===== config.mk =====
export PLATFORM = sky130hd
export DESIGN_NAME = servo_motion_profile_flat
export DESIGN_NICKNAME = d
export VERILOG_FILES = /design/src/sv/smp_pkg.sv /design/src/sv/smp_goal_if.sv /design/src/sv/smp_result_if.sv /design/src/sv/smp_datapath.sv /design/src/sv/smp_ctrl.sv /design/src/sv/servo_motion_profile.sv /design/src/flat_wrapper.sv
export SDC_FILE = /design/constraint.sdc
export NUM_CORES = 1
export LEC_CHECK = 0
export BUFFER_PORTS_ARGS = -buffer_cell sky130_fd_sc_hd__buf_2
export CAP_MARGIN = 10
export CORE_MARGIN = 10
export CORE_UTILIZATION = 35
export CTS_BUF_LIST = sky130_fd_sc_hd__clkbuf_16
export DETAILED_ROUTE_END_ITERATION = 10
export SETUP_SLACK_MARGIN = 0.4
export SLEW_MARGIN = 20
export SYNTH_ARGS = -nofsm -noshare
export SYNTH_HDL_FRONTEND = slang
export SYNTH_SLANG_ARGS = --single-unit
export TNS_END_PERCENT = 20

===== constraint.sdc =====
create_clock -name clk -period 13.76 [get_ports clk]
set_input_delay 2.752 -clock clk [delete_from_list [all_inputs] [get_ports clk]]
set_output_delay 2.752 -clock clk [all_outputs]
set_load 0.01 [all_outputs]

===== src/sv/smp_pkg.sv =====
// ----------------------------------------------------------------------------
// smp_pkg: shared types and constants of the servo motion profile block
// Register indexes, reset values, field widths and the controller/datapath
// command and status bundles.
// ----------------------------------------------------------------------------
package smp_pkg;

	localparam int GOAL_W   = 10;
	localparam int POS_W    = 11;
	localparam int DIST_W   = 10;
	localparam int SPEED_W  = 6;
	localparam int NSPD_W   = 7;
	localparam int MOVE_W   = 7;
	localparam int PWM_W    = 13;
	localparam int HOME_W   = 12;
	localparam int ACCEL_W  = 3;
	localparam int THR_W    = 4;
	localparam int RAD_W    = 14;
	localparam int CFG_IDX_W  = 2;
	localparam int CFG_DATA_W = 12;

	localparam logic [CFG_IDX_W-1:0] CFG_HOME_TIME      = 2'd0;
	localparam logic [CFG_IDX_W-1:0] CFG_MAX_SPEED      = 2'd1;
	localparam logic [CFG_IDX_W-1:0] CFG_ACCEL_STEP     = 2'd2;
	localparam logic [CFG_IDX_W-1:0] CFG_NEAR_THRESHOLD = 2'd3;

	localparam logic [HOME_W-1:0]  HOME_RST  = 12'd1500;
	localparam logic [SPEED_W-1:0] MAXSP_RST = 6'd30;
	localparam logic [ACCEL_W-1:0] ACCEL_RST = 3'd2;
	localparam logic [THR_W-1:0]   THR_RST   = 4'd4;

	// Commands from the controller to the datapath.
	typedef struct packed {
		logic load;       // capture the goal of an accepted transaction
		logic prod;       // distance and radicand
		logic root_step;  // one bit of the square root
		logic move;       // speed clamp, step and move
		logic apply;      // commit state and load the result register
	} smp_cmd_t;

	// Status from the datapath to the controller.
	typedef struct packed {
		logic zero_diff;  // already at the goal
		logic root_last;  // current root step resolves bit zero
	} smp_sts_t;

endpackage


===== src/sv/smp_goal_if.sv =====
// ----------------------------------------------------------------------------
// smp_goal_if: input channel of the servo motion profile block
// Valid/ready channel carrying the signed goal offset of one control tick.
// ----------------------------------------------------------------------------
interface smp_goal_if;
	logic              valid;
	logic              ready;
	logic signed [9:0] goal_offset;

	modport source (output valid, output goal_offset, input ready);
	modport sink (input valid, input goal_offset, output ready);
endinterface


===== src/sv/smp_result_if.sv =====
// ----------------------------------------------------------------------------
// smp_result_if: result channel of the servo motion profile block
// Valid/ready channel carrying PWM time, position, speed and goal flag.
// ----------------------------------------------------------------------------
interface smp_result_if;
	logic              valid;
	logic              ready;
	logic [12:0]       pwm_high_time;
	logic signed [9:0] position_out;
	logic [5:0]        speed_out;
	logic              at_goal;

	modport source (output valid, output pwm_high_time, output position_out,
		output speed_out, output at_goal, input ready);
	modport sink (input valid, input pwm_high_time, input position_out,
		input speed_out, input at_goal, output ready);
endinterface


===== src/sv/smp_datapath.sv =====
// ----------------------------------------------------------------------------
// smp_datapath: arithmetic and state of the servo motion profile
// Holds configuration, position and speed, runs the bit-serial square root
// and computes the move of one tick under the controller's commands.
// ----------------------------------------------------------------------------
module smp_datapath
	import smp_pkg::*;
#(
	parameter int ROOT_BITS = 8
) (
	input  logic                   clk,
	input  logic                   arst_n,
	input  smp_cmd_t               cmd,
	output smp_sts_t               sts,
	input  logic signed [GOAL_W-1:0] goal_offset,
	input  logic                   cfg_wr_en,
	input  logic [CFG_IDX_W-1:0]   cfg_index,
	input  logic [CFG_DATA_W-1:0]  cfg_data,
	output logic [PWM_W-1:0]       pwm_high_time,
	output logic signed [GOAL_W-1:0] position_out,
	output logic [SPEED_W-1:0]     speed_out,
	output logic                   at_goal
);

	localparam int SQ_W = (2 * ROOT_BITS > RAD_W) ? 2 * ROOT_BITS : RAD_W;
	localparam int CW   = (ROOT_BITS + 1 > SPEED_W) ? ROOT_BITS + 1 : SPEED_W;

	// Configuration registers.
	logic [HOME_W-1:0]  home_q;
	logic [SPEED_W-1:0] maxsp_q;
	logic [ACCEL_W-1:0] accel_q;
	logic [THR_W-1:0]   thr_q;

	// Motion state.
	logic signed [POS_W-1:0] pos_q;
	logic [SPEED_W-1:0]      speed_q;

	// Per-tick working registers.
	logic signed [GOAL_W-1:0] goal_q;
	logic                     dir_q;
	logic                     zero_q;
	logic [DIST_W-1:0]        dist_q;
	logic [RAD_W-1:0]         rad_q;
	logic [ROOT_BITS-1:0]     root_q;
	logic [ROOT_BITS-1:0]     mask_q;
	logic [NSPD_W-1:0]        nspd_q;
	logic [MOVE_W-1:0]        move_q;

	// Distance stage.
	logic signed [POS_W-1:0] goal_ext;
	logic signed [POS_W-1:0] diff;
	logic [POS_W-1:0]        diff_abs;
	logic [RAD_W-1:0]        rad;

	assign goal_ext = {goal_q[GOAL_W-1], goal_q};
	assign diff     = goal_ext - pos_q;
	assign diff_abs = diff[POS_W-1] ? POS_W'(-diff) : POS_W'(diff);
	assign rad      = RAD_W'({accel_q, 1'b0}) * RAD_W'(diff_abs[DIST_W-1:0]);

	// Root stage.
	logic [ROOT_BITS-1:0]   trial;
	logic [2*ROOT_BITS-1:0] trial_sq;

	assign trial    = root_q | mask_q;
	assign trial_sq = trial * trial;

	// Move stage.
	logic [CW-1:0]      spd_w, lim_w, lim1_w;
	logic [SPEED_W-1:0] spd_c, headroom;
	logic [ACCEL_W-1:0] step;
	logic               accelerate;
	logic [NSPD_W-1:0]  nspd;
	logic [MOVE_W-1:0]  mv, mv_clip;

	always_comb begin
		spd_w  = CW'(speed_q);
		lim_w  = CW'(root_q);
		lim1_w = lim_w + CW'(1);
		spd_c  = (spd_w > lim1_w) ? lim1_w[SPEED_W-1:0] : speed_q;
		accelerate = CW'(spd_c) < lim_w;
		headroom = (maxsp_q > spd_c) ? maxsp_q - spd_c : '0;
		if (accelerate) begin
			step = (headroom > SPEED_W'(accel_q)) ? accel_q : headroom[ACCEL_W-1:0];
			nspd = NSPD_W'(spd_c) + NSPD_W'(step);
			mv   = MOVE_W'(spd_c) + MOVE_W'(step >> 1);
		end else begin
			step = (spd_c < SPEED_W'(accel_q)) ? spd_c[ACCEL_W-1:0] : accel_q;
			nspd = NSPD_W'(spd_c) - NSPD_W'(step);
			mv   = MOVE_W'(spd_c) - MOVE_W'(step >> 1);
		end
		mv_clip = (DIST_W'(mv) > dist_q) ? dist_q[MOVE_W-1:0] : mv;
	end

	// Apply stage.
	logic signed [POS_W-1:0] mv_s, pos_step, pos_nx;
	logic [DIST_W-1:0]       rem;
	logic                    snap;
	logic [NSPD_W-1:0]       spd_raw;
	logic [SPEED_W-1:0]      spd_nx;
	logic signed [PWM_W:0]   pwm_sum;

	always_comb begin
		mv_s     = signed'({{(POS_W-MOVE_W){1'b0}}, move_q});
		pos_step = dir_q ? pos_q + mv_s : pos_q - mv_s;
		rem      = dist_q - DIST_W'(move_q);
		snap     = rem < DIST_W'(thr_q);
		spd_raw  = snap ? '0 : nspd_q;
		if (zero_q) begin
			pos_nx = pos_q;
			spd_nx = speed_q;
		end else begin
			pos_nx = snap ? goal_ext : pos_step;
			spd_nx = (spd_raw > NSPD_W'(maxsp_q)) ? maxsp_q : spd_raw[SPEED_W-1:0];
		end
		pwm_sum = signed'({2'b00, home_q}) + {{(PWM_W+1-POS_W){pos_nx[POS_W-1]}}, pos_nx};
	end

	assign sts.zero_diff = zero_q;
	assign sts.root_last = mask_q[0];

	// Control-relevant state: configuration and motion state.
	always_ff @(posedge clk or negedge arst_n) begin
		if (!arst_n) begin
			home_q  <= HOME_RST;
			maxsp_q <= MAXSP_RST;
			accel_q <= ACCEL_RST;
			thr_q   <= THR_RST;
			pos_q   <= '0;
			speed_q <= '0;
		end else begin
			if (cfg_wr_en) begin
				case (cfg_index)
					CFG_HOME_TIME:      home_q  <= cfg_data[HOME_W-1:0];
					CFG_MAX_SPEED:      maxsp_q <= cfg_data[SPEED_W-1:0];
					CFG_ACCEL_STEP:     accel_q <= cfg_data[ACCEL_W-1:0];
					CFG_NEAR_THRESHOLD: thr_q   <= cfg_data[THR_W-1:0];
					default: ;
				endcase
			end
			if (cmd.apply) begin
				pos_q   <= pos_nx;
				speed_q <= spd_nx;
			end
		end
	end

	// Working and result payload registers.
	always_ff @(posedge clk) begin
		if (cmd.load)
			goal_q <= goal_offset;
		if (cmd.prod) begin
			dir_q  <= ~diff[POS_W-1];
			zero_q <= (diff == '0);
			dist_q <= diff_abs[DIST_W-1:0];
			rad_q  <= rad;
			root_q <= '0;
			mask_q <= {1'b1, {(ROOT_BITS-1){1'b0}}};
		end
		if (cmd.root_step) begin
			if (SQ_W'(trial_sq) <= SQ_W'(rad_q))
				root_q <= trial;
			mask_q <= mask_q >> 1;
		end
		if (cmd.move) begin
			nspd_q <= nspd;
			move_q <= mv_clip;
		end
		if (cmd.apply) begin
			pwm_high_time <= pwm_sum[PWM_W] ? '0 : pwm_sum[PWM_W-1:0];
			position_out  <= pos_nx[GOAL_W-1:0];
			speed_out     <= spd_nx;
			at_goal       <= (pos_nx == goal_ext);
		end
	end

endmodule


===== src/sv/smp_ctrl.sv =====
// ----------------------------------------------------------------------------
// smp_ctrl: sequencing controller of the servo motion profile
// Steps one tick through distance, square root, move and commit, and owns
// the handshakes of both channels.
// ----------------------------------------------------------------------------
module smp_ctrl
	import smp_pkg::*;
(
	input  logic     clk,
	input  logic     arst_n,
	input  logic     in_valid,
	output logic     in_ready,
	output logic     out_valid,
	input  logic     out_ready,
	output smp_cmd_t cmd,
	input  smp_sts_t sts
);

	localparam logic [2:0] ST_IDLE  = 3'd0;
	localparam logic [2:0] ST_PROD  = 3'd1;
	localparam logic [2:0] ST_ROOT  = 3'd2;
	localparam logic [2:0] ST_MOVE  = 3'd3;
	localparam logic [2:0] ST_APPLY = 3'd4;

	logic [2:0] state_q, state_nx;
	logic       out_valid_q;
	logic       slot_free;

	assign in_ready  = (state_q == ST_IDLE);
	assign out_valid = out_valid_q;
	assign slot_free = !out_valid_q || out_ready;

	always_comb begin
		cmd = '0;
		state_nx = state_q;
		case (state_q)
			ST_IDLE: begin
				cmd.load = in_valid;
				if (in_valid)
					state_nx = ST_PROD;
			end
			ST_PROD: begin
				cmd.prod = 1'b1;
				state_nx = ST_ROOT;
			end
			ST_ROOT: begin
				if (sts.zero_diff) begin
					state_nx = ST_APPLY;
				end else begin
					cmd.root_step = 1'b1;
					if (sts.root_last)
						state_nx = ST_MOVE;
				end
			end
			ST_MOVE: begin
				cmd.move = 1'b1;
				state_nx = ST_APPLY;
			end
			ST_APPLY: begin
				cmd.apply = slot_free;
				if (slot_free)
					state_nx = ST_IDLE;
			end
			default: state_nx = ST_IDLE;
		endcase
	end

	always_ff @(posedge clk or negedge arst_n) begin
		if (!arst_n) begin
			state_q     <= ST_IDLE;
			out_valid_q <= 1'b0;
		end else begin
			state_q <= state_nx;
			if (cmd.apply)
				out_valid_q <= 1'b1;
			else if (out_ready)
				out_valid_q <= 1'b0;
		end
	end

`ifndef SYNTH
	a_one_in_flight: assert property (@(posedge clk) disable iff (!arst_n)
		in_valid && in_ready |=> !in_ready)
		else $error("second transaction accepted while one is in flight");
	a_apply_sets_valid: assert property (@(posedge clk) disable iff (!arst_n)
		cmd.apply |=> out_valid)
		else $error("commit did not present a result");
	a_one_cmd: assert property (@(posedge clk) disable iff (!arst_n)
		$onehot0({cmd.load, cmd.prod, cmd.root_step, cmd.move, cmd.apply}))
		else $error("more than one datapath command at once");
	a_no_overwrite: assert property (@(posedge clk) disable iff (!arst_n)
		out_valid && !out_ready |-> !cmd.apply)
		else $error("pending result overwritten");
`endif

endmodule


===== src/sv/servo_motion_profile.sv =====
// ----------------------------------------------------------------------------
// servo_motion_profile: trapezoidal velocity profile for a hobby servo
// Each accepted transaction is one control tick carrying the goal offset; the
// block returns one result with PWM high time, position, speed and goal flag.
// ----------------------------------------------------------------------------
// Each transaction passes through the distance, square root, move and commit
// states; if the position already equals the goal, root and move are skipped.
// A new transaction is accepted only after the commit, which waits while the
// last result is pending; the square root resolves one root bit per cycle.
// Reset: position and speed clear to zero, registers take their defaults and
// no result is pending; the block is ready in the first cycle after reset.
module servo_motion_profile
	import smp_pkg::*;
#(
	parameter int ROOT_BITS = 8
) (
	input  logic                  clk,
	input  logic                  arst_n,
	smp_goal_if.sink              goal,
	smp_result_if.source          result,
	input  logic                  cfg_wr_en,
	input  logic [CFG_IDX_W-1:0]  cfg_index,
	input  logic [CFG_DATA_W-1:0] cfg_data
);

	// The controller sequences the tick and owns both handshakes; the
	// datapath holds all arithmetic, the configuration and the motion state.
	smp_cmd_t cmd;
	smp_sts_t sts;

	smp_ctrl u_ctrl (
		.clk       (clk),
		.arst_n    (arst_n),
		.in_valid  (goal.valid),
		.in_ready  (goal.ready),
		.out_valid (result.valid),
		.out_ready (result.ready),
		.cmd       (cmd),
		.sts       (sts)
	);

	// The result register sits in the datapath, so a new transaction can be
	// accepted while the previous result still waits to be taken. A commit
	// waits only if that result is still pending when the next one is done.
	smp_datapath #(
		.ROOT_BITS (ROOT_BITS)
	) u_datapath (
		.clk           (clk),
		.arst_n        (arst_n),
		.cmd           (cmd),
		.sts           (sts),
		.goal_offset   (goal.goal_offset),
		.cfg_wr_en     (cfg_wr_en),
		.cfg_index     (cfg_index),
		.cfg_data      (cfg_data),
		.pwm_high_time (result.pwm_high_time),
		.position_out  (result.position_out),
		.speed_out     (result.speed_out),
		.at_goal       (result.at_goal)
	);

endmodule


===== src/flat_wrapper.sv =====
// flat-port wrapper written by rule: the top's interface ports become plain ports
module servo_motion_profile_flat import smp_pkg::*;
#(
	parameter int ROOT_BITS = 8
)
  (clk, arst_n, cfg_wr_en, cfg_index, cfg_data, goal_valid, goal_goal_offset, goal_ready, result_valid, result_pwm_high_time, result_position_out, result_speed_out, result_at_goal, result_ready);
  smp_goal_if goal_i ();
  smp_result_if result_i ();
  input  logic clk;
  input  logic arst_n;
  input  logic cfg_wr_en;
  input  logic [CFG_IDX_W-1:0] cfg_index;
  input  logic [CFG_DATA_W-1:0] cfg_data;
  input wire logic [$bits(goal_i.valid)-1:0] goal_valid;
  input wire logic [$bits(goal_i.goal_offset)-1:0] goal_goal_offset;
  output wire logic [$bits(goal_i.ready)-1:0] goal_ready;
  output wire logic [$bits(result_i.valid)-1:0] result_valid;
  output wire logic [$bits(result_i.pwm_high_time)-1:0] result_pwm_high_time;
  output wire logic [$bits(result_i.position_out)-1:0] result_position_out;
  output wire logic [$bits(result_i.speed_out)-1:0] result_speed_out;
  output wire logic [$bits(result_i.at_goal)-1:0] result_at_goal;
  input wire logic [$bits(result_i.ready)-1:0] result_ready;
  assign goal_i.valid = goal_valid;
  assign goal_i.goal_offset = goal_goal_offset;
  assign goal_ready = goal_i.ready;
  assign result_valid = result_i.valid;
  assign result_pwm_high_time = result_i.pwm_high_time;
  assign result_position_out = result_i.position_out;
  assign result_speed_out = result_i.speed_out;
  assign result_at_goal = result_i.at_goal;
  assign result_i.ready = result_ready;
  servo_motion_profile #(.ROOT_BITS(ROOT_BITS)) u_core (.clk(clk), .arst_n(arst_n), .goal(goal_i), .result(result_i), .cfg_wr_en(cfg_wr_en), .cfg_index(cfg_index), .cfg_data(cfg_data));
endmodule

-- Yosys cells after proc, flatten, opt, wreduce, memory -nomap -nowiden
Index checks and enable logic that the tools add are counted.
- add/sub/neg operators: 12
- multipliers: 2
- magnitude comparators: 9
- equality and inequality tests: 11
- mux-type cells: 32
- bitwise logic cells: 2
- reductions and logical operators: 12
- operators by type and width (kind ; number):
    $mux 7 ; 6
    $mux 11 ; 3
    $mux 6 ; 4
    $mux 8 ; 3
    $mux 3 ; 6
    $le 16x14->1 ; 1
    $mul 8x8->16 ; 1
    $pmux 3 s5 ; 1
    $add 13x11->14 ; 1
    $mul 3x10->13 ; 1
    $add 11x8->11 ; 1
    $eq 11x10->1 ; 1
    $logic_not 11->1 ; 1
    $sub 10x11->11 ; 1
    $sub 11x8->11 ; 1
    $gt 7x10->1 ; 1
    $lt 10x4->1 ; 1
    $mux 10 ; 1
    $neg 10->10 ; 1
    $sub 10x7->10 ; 1
    $add 8x1->9 const B ; 1
    $gt 6x9->1 ; 1
    $lt 6x8->1 ; 1
    $mux 1 ; 8
    other kinds (25) ; 32
- flip-flop bits (word level): 141
- bits of input ports: 29
- output and inout port bits: 32
- logic and storage cells: 102

-- Longest topological paths before layout
Gate-level depths: netlist of run 1.
- depth in word-level cells: 11
- gate-level depth with buffers: 42

-- Modules after synthesis
Synthesis of run 1 repeated with hierarchy kept, for this count alone.
- cells, all modules: 1270
- area total of the unflattened synthesis: 12122.9 um2
- modules (own cells, without submodules) (module ; times used ; cells an instance ; area each (um2)):
    smp_datapath ; 1 ; 1246 ; 11888.9
    smp_ctrl ; 1 ; 24 ; 234.0

-- Least setup slack after synthesis of run 1
No wires, ideal clock.
- path kind: reg-to-reg
- from: register u_core.u_datapath.root_q[0]
- to: register u_core.u_datapath.move_q[1] (data pin)
- library setup time: 0.260 ns
- arrival time: 8.187 ns
- required time: 13.500 ns
- setup slack: 5.313 ns
- stages on the path, launching flop included: 41
- buffers on the path: 2
- period minus slack after synthesis: 8.447 ns
- path through: dfxtp_1 buf_2 nand3_1 xnor2_1 inv_1 ha_1 and4_1 a31oi_1 o21ai_1 a211o_1 clkbuf_1 o21ai_0 inv_1 fa_1 a21o_1 a21o_1 a211oi_1 nor2_1 [... 5 more ...] o22ai_1 o31a_1 a21oi_1 nor2_1 a21oi_1 ha_1 a21oi_1 ha_1 a21o_1 a21o_1 a21o_1 a21oi_1 xnor2_1 ha_1 nand4_1 o21ai_0 nor2_1 mux2_2
- cells in the longest elaborated chain, start to end: 11
- RTL lines (what ; RTL line ; RTL):
    start, declared ; smp_datapath.sv:44 ; logic [ROOT_BITS-1:0] root_q;
    start signal, assigned ; smp_datapath.sv:161 ; root_q <= trial;
    $add 8x1->9 ; smp_datapath.sv:78 ; lim1_w = lim_w + CW'(1);
    $gt 6x9->1 ; smp_datapath.sv:79 ; spd_c = (spd_w > lim1_w) ? lim1_w[SPEED_W-1:0] : speed_q;
    $mux 6 ; smp_datapath.sv:79 ;
    $sub 6x6->6 / $gt 6x6->1 (equally long branches) ; smp_datapath.sv:81 ; headroom = (maxsp_q > spd_c) ? maxsp_q - spd_c : '0;
    $mux 6 ; smp_datapath.sv:81 ;
    $gt 6x3->1 ; smp_datapath.sv:83 ; step = (headroom > SPEED_W'(accel_q)) ? accel_q : headroom[ACCEL_W-1:0];
    $mux 3 ; smp_datapath.sv:83 ;
    $add 6x2->7 ; smp_datapath.sv:85 ; mv = MOVE_W'(spd_c) + MOVE_W'(step >> 1);
    $mux 7 (*) ; smp_datapath.sv:82 ; if (accelerate) begin
    $gt 7x10->1 ; smp_datapath.sv:91 ; mv_clip = (DIST_W'(mv) > dist_q) ? dist_q[MOVE_W-1:0] : mv;
    $mux 7 (*) ; smp_datapath.sv:91 ;
    named net u_core.u_datapath.mv_clip[1] ; smp_datapath.sv:73 ; logic [MOVE_W-1:0] mv, mv_clip;
    end signal, assigned ; smp_datapath.sv:166 ; move_q <= mv_clip;
    end, declared ; smp_datapath.sv:47 ; logic [MOVE_W-1:0] move_q;
The timed path passes the listed nets; every way through them passes the cells marked *.
A chain may end at the register's enable or synchronous reset.

-- Worst setup path after layout of run 1
- from: register u_core.u_datapath.root_q[0]
- to: register u_core.u_datapath.move_q[6] (data pin)
Same word-level chain as after synthesis.

==> results.sh, run 1 <==
export IMPL_worst_pin_slew_ns=1.02
export IMPL_use_met2=0.220
export IMPL_path_clk_slew_ns=0.07
export IMPL_die_area_um2=42600
export IMPL_fill_cells=3419
export IMPL_holdBufCountCts=0
export IMPL_antenna_found_initial=0
export IMPL_critPathMaxFanout=11
export IMPL_initial_core_util=0.354
export IMPL_diodes=0
export IMPL_io_pins=61
export IMPL_ys_flop_type="edfxtp_1"
export IMPL_multiInputGateArea_um2=7580
export IMPL_grt_pass1_wl_mm=46.5
export IMPL_clock_sinks=141
export IMPL_ys_warn_count=0
export IMPL_vias=9198
export IMPL_worstSetupPathType="reg -> reg"
export IMPL_fp_row_count=68
export IMPL_muxShareOfSynthArea=0.0678
export IMPL_first_pass_iters=5
export IMPL_clkLatencyLatePin_ns=0.43
export IMPL_die_y_um=206
export IMPL_relSlewSlack=0.319
export IMPL_cts_tree="yes"
export IMPL_post_cts_resized=0
export IMPL_cts_inserted_buffers=17
export IMPL_tns_ns=0
export IMPL_first_global_vias=9010
export IMPL_timing_hold_ws_ns=0.519
export IMPL_final_hold_violation_count=0
export IMPL_async_reset_ff_frac=0.326
export IMPL_netlist_instances=1257
export IMPL_gp_congestion=0.889
export IMPL_drc_errors=0
export IMPL_synthAdderAreaFrac=0.218
export IMPL_grt_max_degree=47
export IMPL_core_um2=34400
export IMPL_skew_ns=0.0135
export IMPL_routedWlPerCell_um=15.9
export IMPL_syn_area_um2=12200
export IMPL_synth_top_family_by_area="adder cells"
export IMPL_arrival_ns=9.37
export IMPL_hold_path_class="reg -> reg"
export IMPL_cts_root_buffer="clkbuf_16"
export IMPL_track_usage=0.136
export IMPL_synth_compound_gate_area_share=0.139
export IMPL_ys_ff_latch=141
export IMPL_max_freq_mhz=109
export IMPL_synth_xor_area_share=0.0640
export IMPL_viasPerCell=5.13
export IMPL_final_net_count=1542
export IMPL_cpLargestDelayFamily="compound AO/OA/AOI/OAI gates"
export IMPL_crit_path_start_kind="register"
export IMPL_status="complete, no violations"
export IMPL_syn_mean_instance_area_um2=9.67
export IMPL_rsz0062_at_grt="no"
export IMPL_post_cts_setup_buffers=0
export IMPL_grt_use_met3=0.0207
export IMPL_yosysUniqueCellTypes=73
export IMPL_cpPeakStageDelay_ns=0.56
export IMPL_crit_required_ns=13.93
export IMPL_cts_buffer_depth=2
export IMPL_post_route_period_util=0.668
export IMPL_seq_area_um2=3930
export IMPL_dieWidth_um=206
export IMPL_synth_fp_nets=1473
export IMPL_crit_path_end_kind="register"
export IMPL_overflow=0
export IMPL_grt_use_met1=0.185
export IMPL_yosys_area_share_simple=0.133
export IMPL_finalSetupViolations=0
export IMPL_htreeDepth=4
export IMPL_maxCapViolations=0
export IMPL_fin_crit_ns=9.19
export IMPL_drt_wl_total_mm=28.5
export IMPL_drive_above_1_share=0.137
export IMPL_cp_slowest_cell="dfxtp_1"
export IMPL_layout_commonest_cell="inv_1"
export IMPL_synth_edff_count=86
export IMPL_ys_seq_area_frac=0.323
export IMPL_ant_nets=0
export IMPL_io_buffers=60
export IMPL_cp_common_cell="ha_1"
export IMPL_dr_first_iter_drc_count=506
export IMPL_busiest_layer="met2"
export IMPL_slew_violations=0
export IMPL_final_cell_mix="158 x inv_1, 146 x ha_1, 104 x nor2_1"
export IMPL_path_buf_inv=5
export IMPL_hpwl_mm=22.9
export IMPL_area_growth_pct=12.1
[logic make-up (layout without fill, tap and decap cells)]
group / after synthesis / in the layout
xor+xnor: 88 / 88
buf+inv: 175 / 257
simple gates: 336 / 336
fa+ha+maj: 187 / 187
other cells: 2 / 2
flops: 141 / 141
compound gates: 253 / 253
mux: 75 / 75
[per-stage QoR]
step	instance area [um^2]	utilization	worst slack, ns	instances
floorplan	12200	-	5.31	1257
global placement	13000	0.379	4.96	1762
detailed placement	13000	0.379	4.68	1762
CTS	13600	0.396	4.61	1794
global route	13600	0.397	3.85	1794
finish	13600	0.397	4.57	1794
[state kept, by name, summed over array words and instances (netlist names), 7 cells and up]
register,count
u_core.u_datapath.dist_q,10
u_core.u_datapath.goal_q,10
u_core.u_datapath.home_q,12
u_core.u_datapath.mask_q,8
u_core.u_datapath.move_q,7
u_core.u_datapath.nspd_q,7
u_core.u_datapath.pos_q,11
u_core.u_datapath.position_out,10
u_core.u_datapath.pwm_high_time,13
u_core.u_datapath.rad_q,13
u_core.u_datapath.root_q,8
[path summary, 6_finish.rpt]
path / slack (ns) / to / depth (start not counted) / start
worst max-delay path: 4.57 / u_core.u_datapath.move_q[6] / 41 / u_core.u_datapath.root_q[0]
worst min-delay path: 0.52 / u_core.u_datapath.thr_q[0] / 1 / u_core.u_datapath.thr_q[0]
worst max register to register: 4.57 / u_core.u_datapath.move_q[6] / 41 / u_core.u_datapath.root_q[0]
worst min register to register: 0.52 / u_core.u_datapath.thr_q[0] / 1 / u_core.u_datapath.thr_q[0]
max in group asynchronous: 10.90 / u_core.u_datapath.speed_q[0] / 2 / arst_n
min in group asynchronous: 2.41 / u_core.u_datapath.pos_q[7] / 2 / arst_n
[final cells by class]
type                       count  share of cell area
tap                          455              0.0418
timing repair buffer          67              0.0259
multi-input combinational    941               0.556
clock buffer                  17              0.0312
inverter                     158              0.0435
clock inverter                15              0.0137
sequential                   141               0.288
[routing by layer]
layer	vias up	wire length [um]
li1	4563	-
met1	4435	13700
met2	167	13300
met3	33	1040
met4	0	447
met5	-	0
[synthesized netlist by cell type (4+ instances only)]
master / n / share of area
ha_1: 146 / 0.15
mux2_2: 59 / 0.055
mux2i_1: 16 / 0.013
or4_1: 4 / 0.0025
o21a_1: 21 / 0.013
nand2_1: 84 / 0.026
a21o_1: 24 / 0.015
o211ai_1: 6 / 0.0037
dfxtp_1: 9 / 0.015
o31ai_1: 11 / 0.0068
nand3_1: 15 / 0.0062
a21boi_0: 8 / 0.0049
nor4_1: 8 / 0.0041
nand3b_1: 4 / 0.0025
nor3_1: 27 / 0.011
nand4_1: 8 / 0.0041
nand2b_1: 16 / 0.0082
a31oi_1: 12 / 0.0062
a22o_1: 7 / 0.0050
o21ai_0: 60 / 0.025
inv_1: 158 / 0.049
nor2_1: 104 / 0.032
nor2b_1: 17 / 0.0087
dfrtp_1: 33 / 0.068
clkbuf_1: 11 / 0.0034
edfxtp_1: 86 / 0.21
a211oi_1: 6 / 0.0037
xnor2_1: 60 / 0.043
and2_1: 21 / 0.011
xor2_1: 27 / 0.019
a21oi_1: 50 / 0.021
o22ai_1: 4 / 0.0021
buf_2: 4 / 0.0016
and3_1: 7 / 0.0036
and4_1: 4 / 0.0029
dfstp_2: 13 / 0.028
or3_1: 8 / 0.0041
fa_1: 41 / 0.067
[worst register-to-register path, delay by kind of cell, from the launching register on]
family | cells | cell delay, ns
adders and majority gates | 7 | 2.13
DFF | 1 | 0.56
xor gates and xnor gates | 2 | 0.31
buffers and inverters | 5 | 0.51
muxes | 1 | 0.40
AOI/OAI and AO/OA | 16 | 3.25
and+or+nand+nor | 10 | 1.77
Power of run 1 is left out: the tool's default activity adds up to more than one toggle a clock period on the data nets, which glitch-free logic cannot reach.
==> run 2: changes to the inputs <==
==> constraint.sdc (replaced) <==
create_clock -name clk -period 8.2 [get_ports clk]
set_input_delay 1.64 -clock clk [delete_from_list [all_inputs] [get_ports clk]]
set_output_delay 1.64 -clock clk [all_outputs]
set_load 0.01 [all_outputs]
==> results.sh, run 2 (same netlist as run 1, synthesis figures left out) <==
export IMPL_crit_required_ns=8.38
export IMPL_finalSetupViolations=0
export IMPL_worst_pin_slew_ns=0.954
export IMPL_grt_max_degree=47
export IMPL_core_um2=34400
export IMPL_slew_violations=0
export IMPL_maxCapViolations=0
export IMPL_r2r_end="u_core.u_datapath.nspd_q[6]"
export IMPL_clock_sinks=141
export IMPL_layout_commonest_cell="inv_1"
export IMPL_cts_root_buffer="clkbuf_16"
export IMPL_drive_above_1_share=0.210
export IMPL_viasPerCell=5.16
export IMPL_top_regs="u_core.u_datapath.pwm_high_time: 13 flops, u_core.u_datapath.rad_q: 13 flops, u_core.u_datapath.home_q: 12 flops"
export IMPL_critical_path_depth=44
export IMPL_crit_path_end_kind="register"
export IMPL_holdBufCountCts=0
export IMPL_ant_nets=0
export IMPL_drt_wl_total_mm=30.2
export IMPL_track_usage=0.142
export IMPL_hold_path_class="reg -> reg"
export IMPL_setup_worst_path_end="u_core.u_datapath.nspd_q[6]"
export IMPL_critPathMaxFanout=6
export IMPL_first_global_vias=9416
export IMPL_skew_ns=0.0137
export IMPL_fin_crit_ns=7.83
export IMPL_crit_path_start_kind="register"
export IMPL_tns_ns=0
export IMPL_worstSetupPathType="reg -> reg"
export IMPL_status="complete, no violations"
export IMPL_area_growth_pct=17.8
export IMPL_r2r_start="u_core.u_datapath.root_q[0]"
export IMPL_vias=9486
export IMPL_cts_tree="yes"
export IMPL_fill_cells=3354
export IMPL_multiInputGateArea_um2=7940
export IMPL_drc_errors=0
export IMPL_final_net_count=1586
export IMPL_route_met3_wl_mm=1.29
export IMPL_diodes=0
export IMPL_clkLatencyLatePin_ns=0.44
export IMPL_arrival_ns=8.01
export IMPL_first_pass_iters=5
export IMPL_post_route_period_util=0.955
export IMPL_seq_area_um2=3940
export IMPL_hpwl_mm=22.9
export IMPL_io_pins=61
export IMPL_wl_met2_mm=14.4
export IMPL_die_area_um2=42600
export IMPL_dieWidth_um=206
export IMPL_rr_worst_depth=44
export IMPL_overflow=0
export IMPL_cp_common_cell="buf_4"
export IMPL_relSlewSlack=0.360
export IMPL_path_buf_inv=13
export IMPL_htreeDepth=4
export IMPL_cpPeakStageDelay_ns=0.37
export IMPL_rsz0062_at_grt="yes"
export IMPL_cp_slowest_cell="dfxtp_4"
export IMPL_antenna_found_initial=1
export IMPL_routedWlPerCell_um=16.5
export IMPL_path_clk_slew_ns=0.06
export IMPL_gp_congestion=0.888
export IMPL_grt_pass1_wl_mm=48.7
export IMPL_top_layer_used="met4"
export IMPL_initial_core_util=0.354
export IMPL_wl_met1_mm=14.0
export IMPL_dr_first_iter_drc_count=659
export IMPL_cpLargestDelayFamily="compound AO/OA/AOI/OAI gates"
export IMPL_cts_buffer_depth=2
export IMPL_final_cell_mix="149 x inv_1, 135 x ha_1, 102 x nor2_1"
export IMPL_die_y_um=206
export IMPL_r2r_setup_slack_ns=0.37
export IMPL_cts_inserted_buffers=17
export IMPL_crit_start="u_core.u_datapath.root_q[0]"
export IMPL_max_freq_mhz=128
export IMPL_io_buffers=60
export IMPL_final_hold_violation_count=0
export IMPL_fp_row_count=68
==> run 2: worst min path at each step <==
stage | start | to | slack [ns] | cells past startpoint
floorplan | u_core.u_datapath.thr_q[0] | u_core.u_datapath.thr_q[0] | 0.47 | 1
global placement | u_core.u_datapath.thr_q[1] | u_core.u_datapath.thr_q[1] | 0.49 | 1
detailed placement | u_core.u_datapath.thr_q[1] | u_core.u_datapath.thr_q[1] | 0.50 | 1
CTS | u_core.u_datapath.thr_q[1] | u_core.u_datapath.thr_q[1] | 0.51 | 1
global route | u_core.u_datapath.thr_q[1] | u_core.u_datapath.thr_q[1] | 0.53 | 1
finish | u_core.u_datapath.thr_q[1] | u_core.u_datapath.thr_q[1] | 0.52 | 1
==> run 2: final cells by class <==
class / instances / share of cell area
clock inverter: 15 / 0.0107
inverter: 158 / 0.0414
clock buffer: 17 / 0.0297
tap: 455 / 0.0398
sequential: 141 / 0.275
multi-input combinational: 941 / 0.555
timing repair buffer: 111 / 0.0482
==> run 2: layer usage <==
layer | vias up | track usage
met3 | 50 | 0.0219
met5 | - | 0
met1 | 4574 | 0.188
met4 | 0 | 0.0430
li1 | 4655 | -
met2 | 207 | 0.234
==> run 2: timing repair <==
item                                    in CTS  in global routing
endpoints found under the setup margin       7                 11
gates resized for setup                     33                 49
pin swaps                                   15                 37
buffers inserted                            21                 14
==> run 2: per-stage QoR <==
step / hold WS [ns] / util / area, um^2 / instances / setup slack (ns)
floorplan: 0.474 / - / 12200 / 1257 / 0.436
global placement: 0.494 / 0.381 / 13100 / 1771 / 0.150
detailed placement: 0.499 / 0.381 / 13100 / 1771 / -0.222
CTS: 0.514 / 0.406 / 14000 / 1824 / 0.403
global route: 0.529 / 0.417 / 14300 / 1838 / 0.100
finish: 0.519 / 0.417 / 14300 / 1838 / 0.372
Power of run 2 is left out for the same reason.
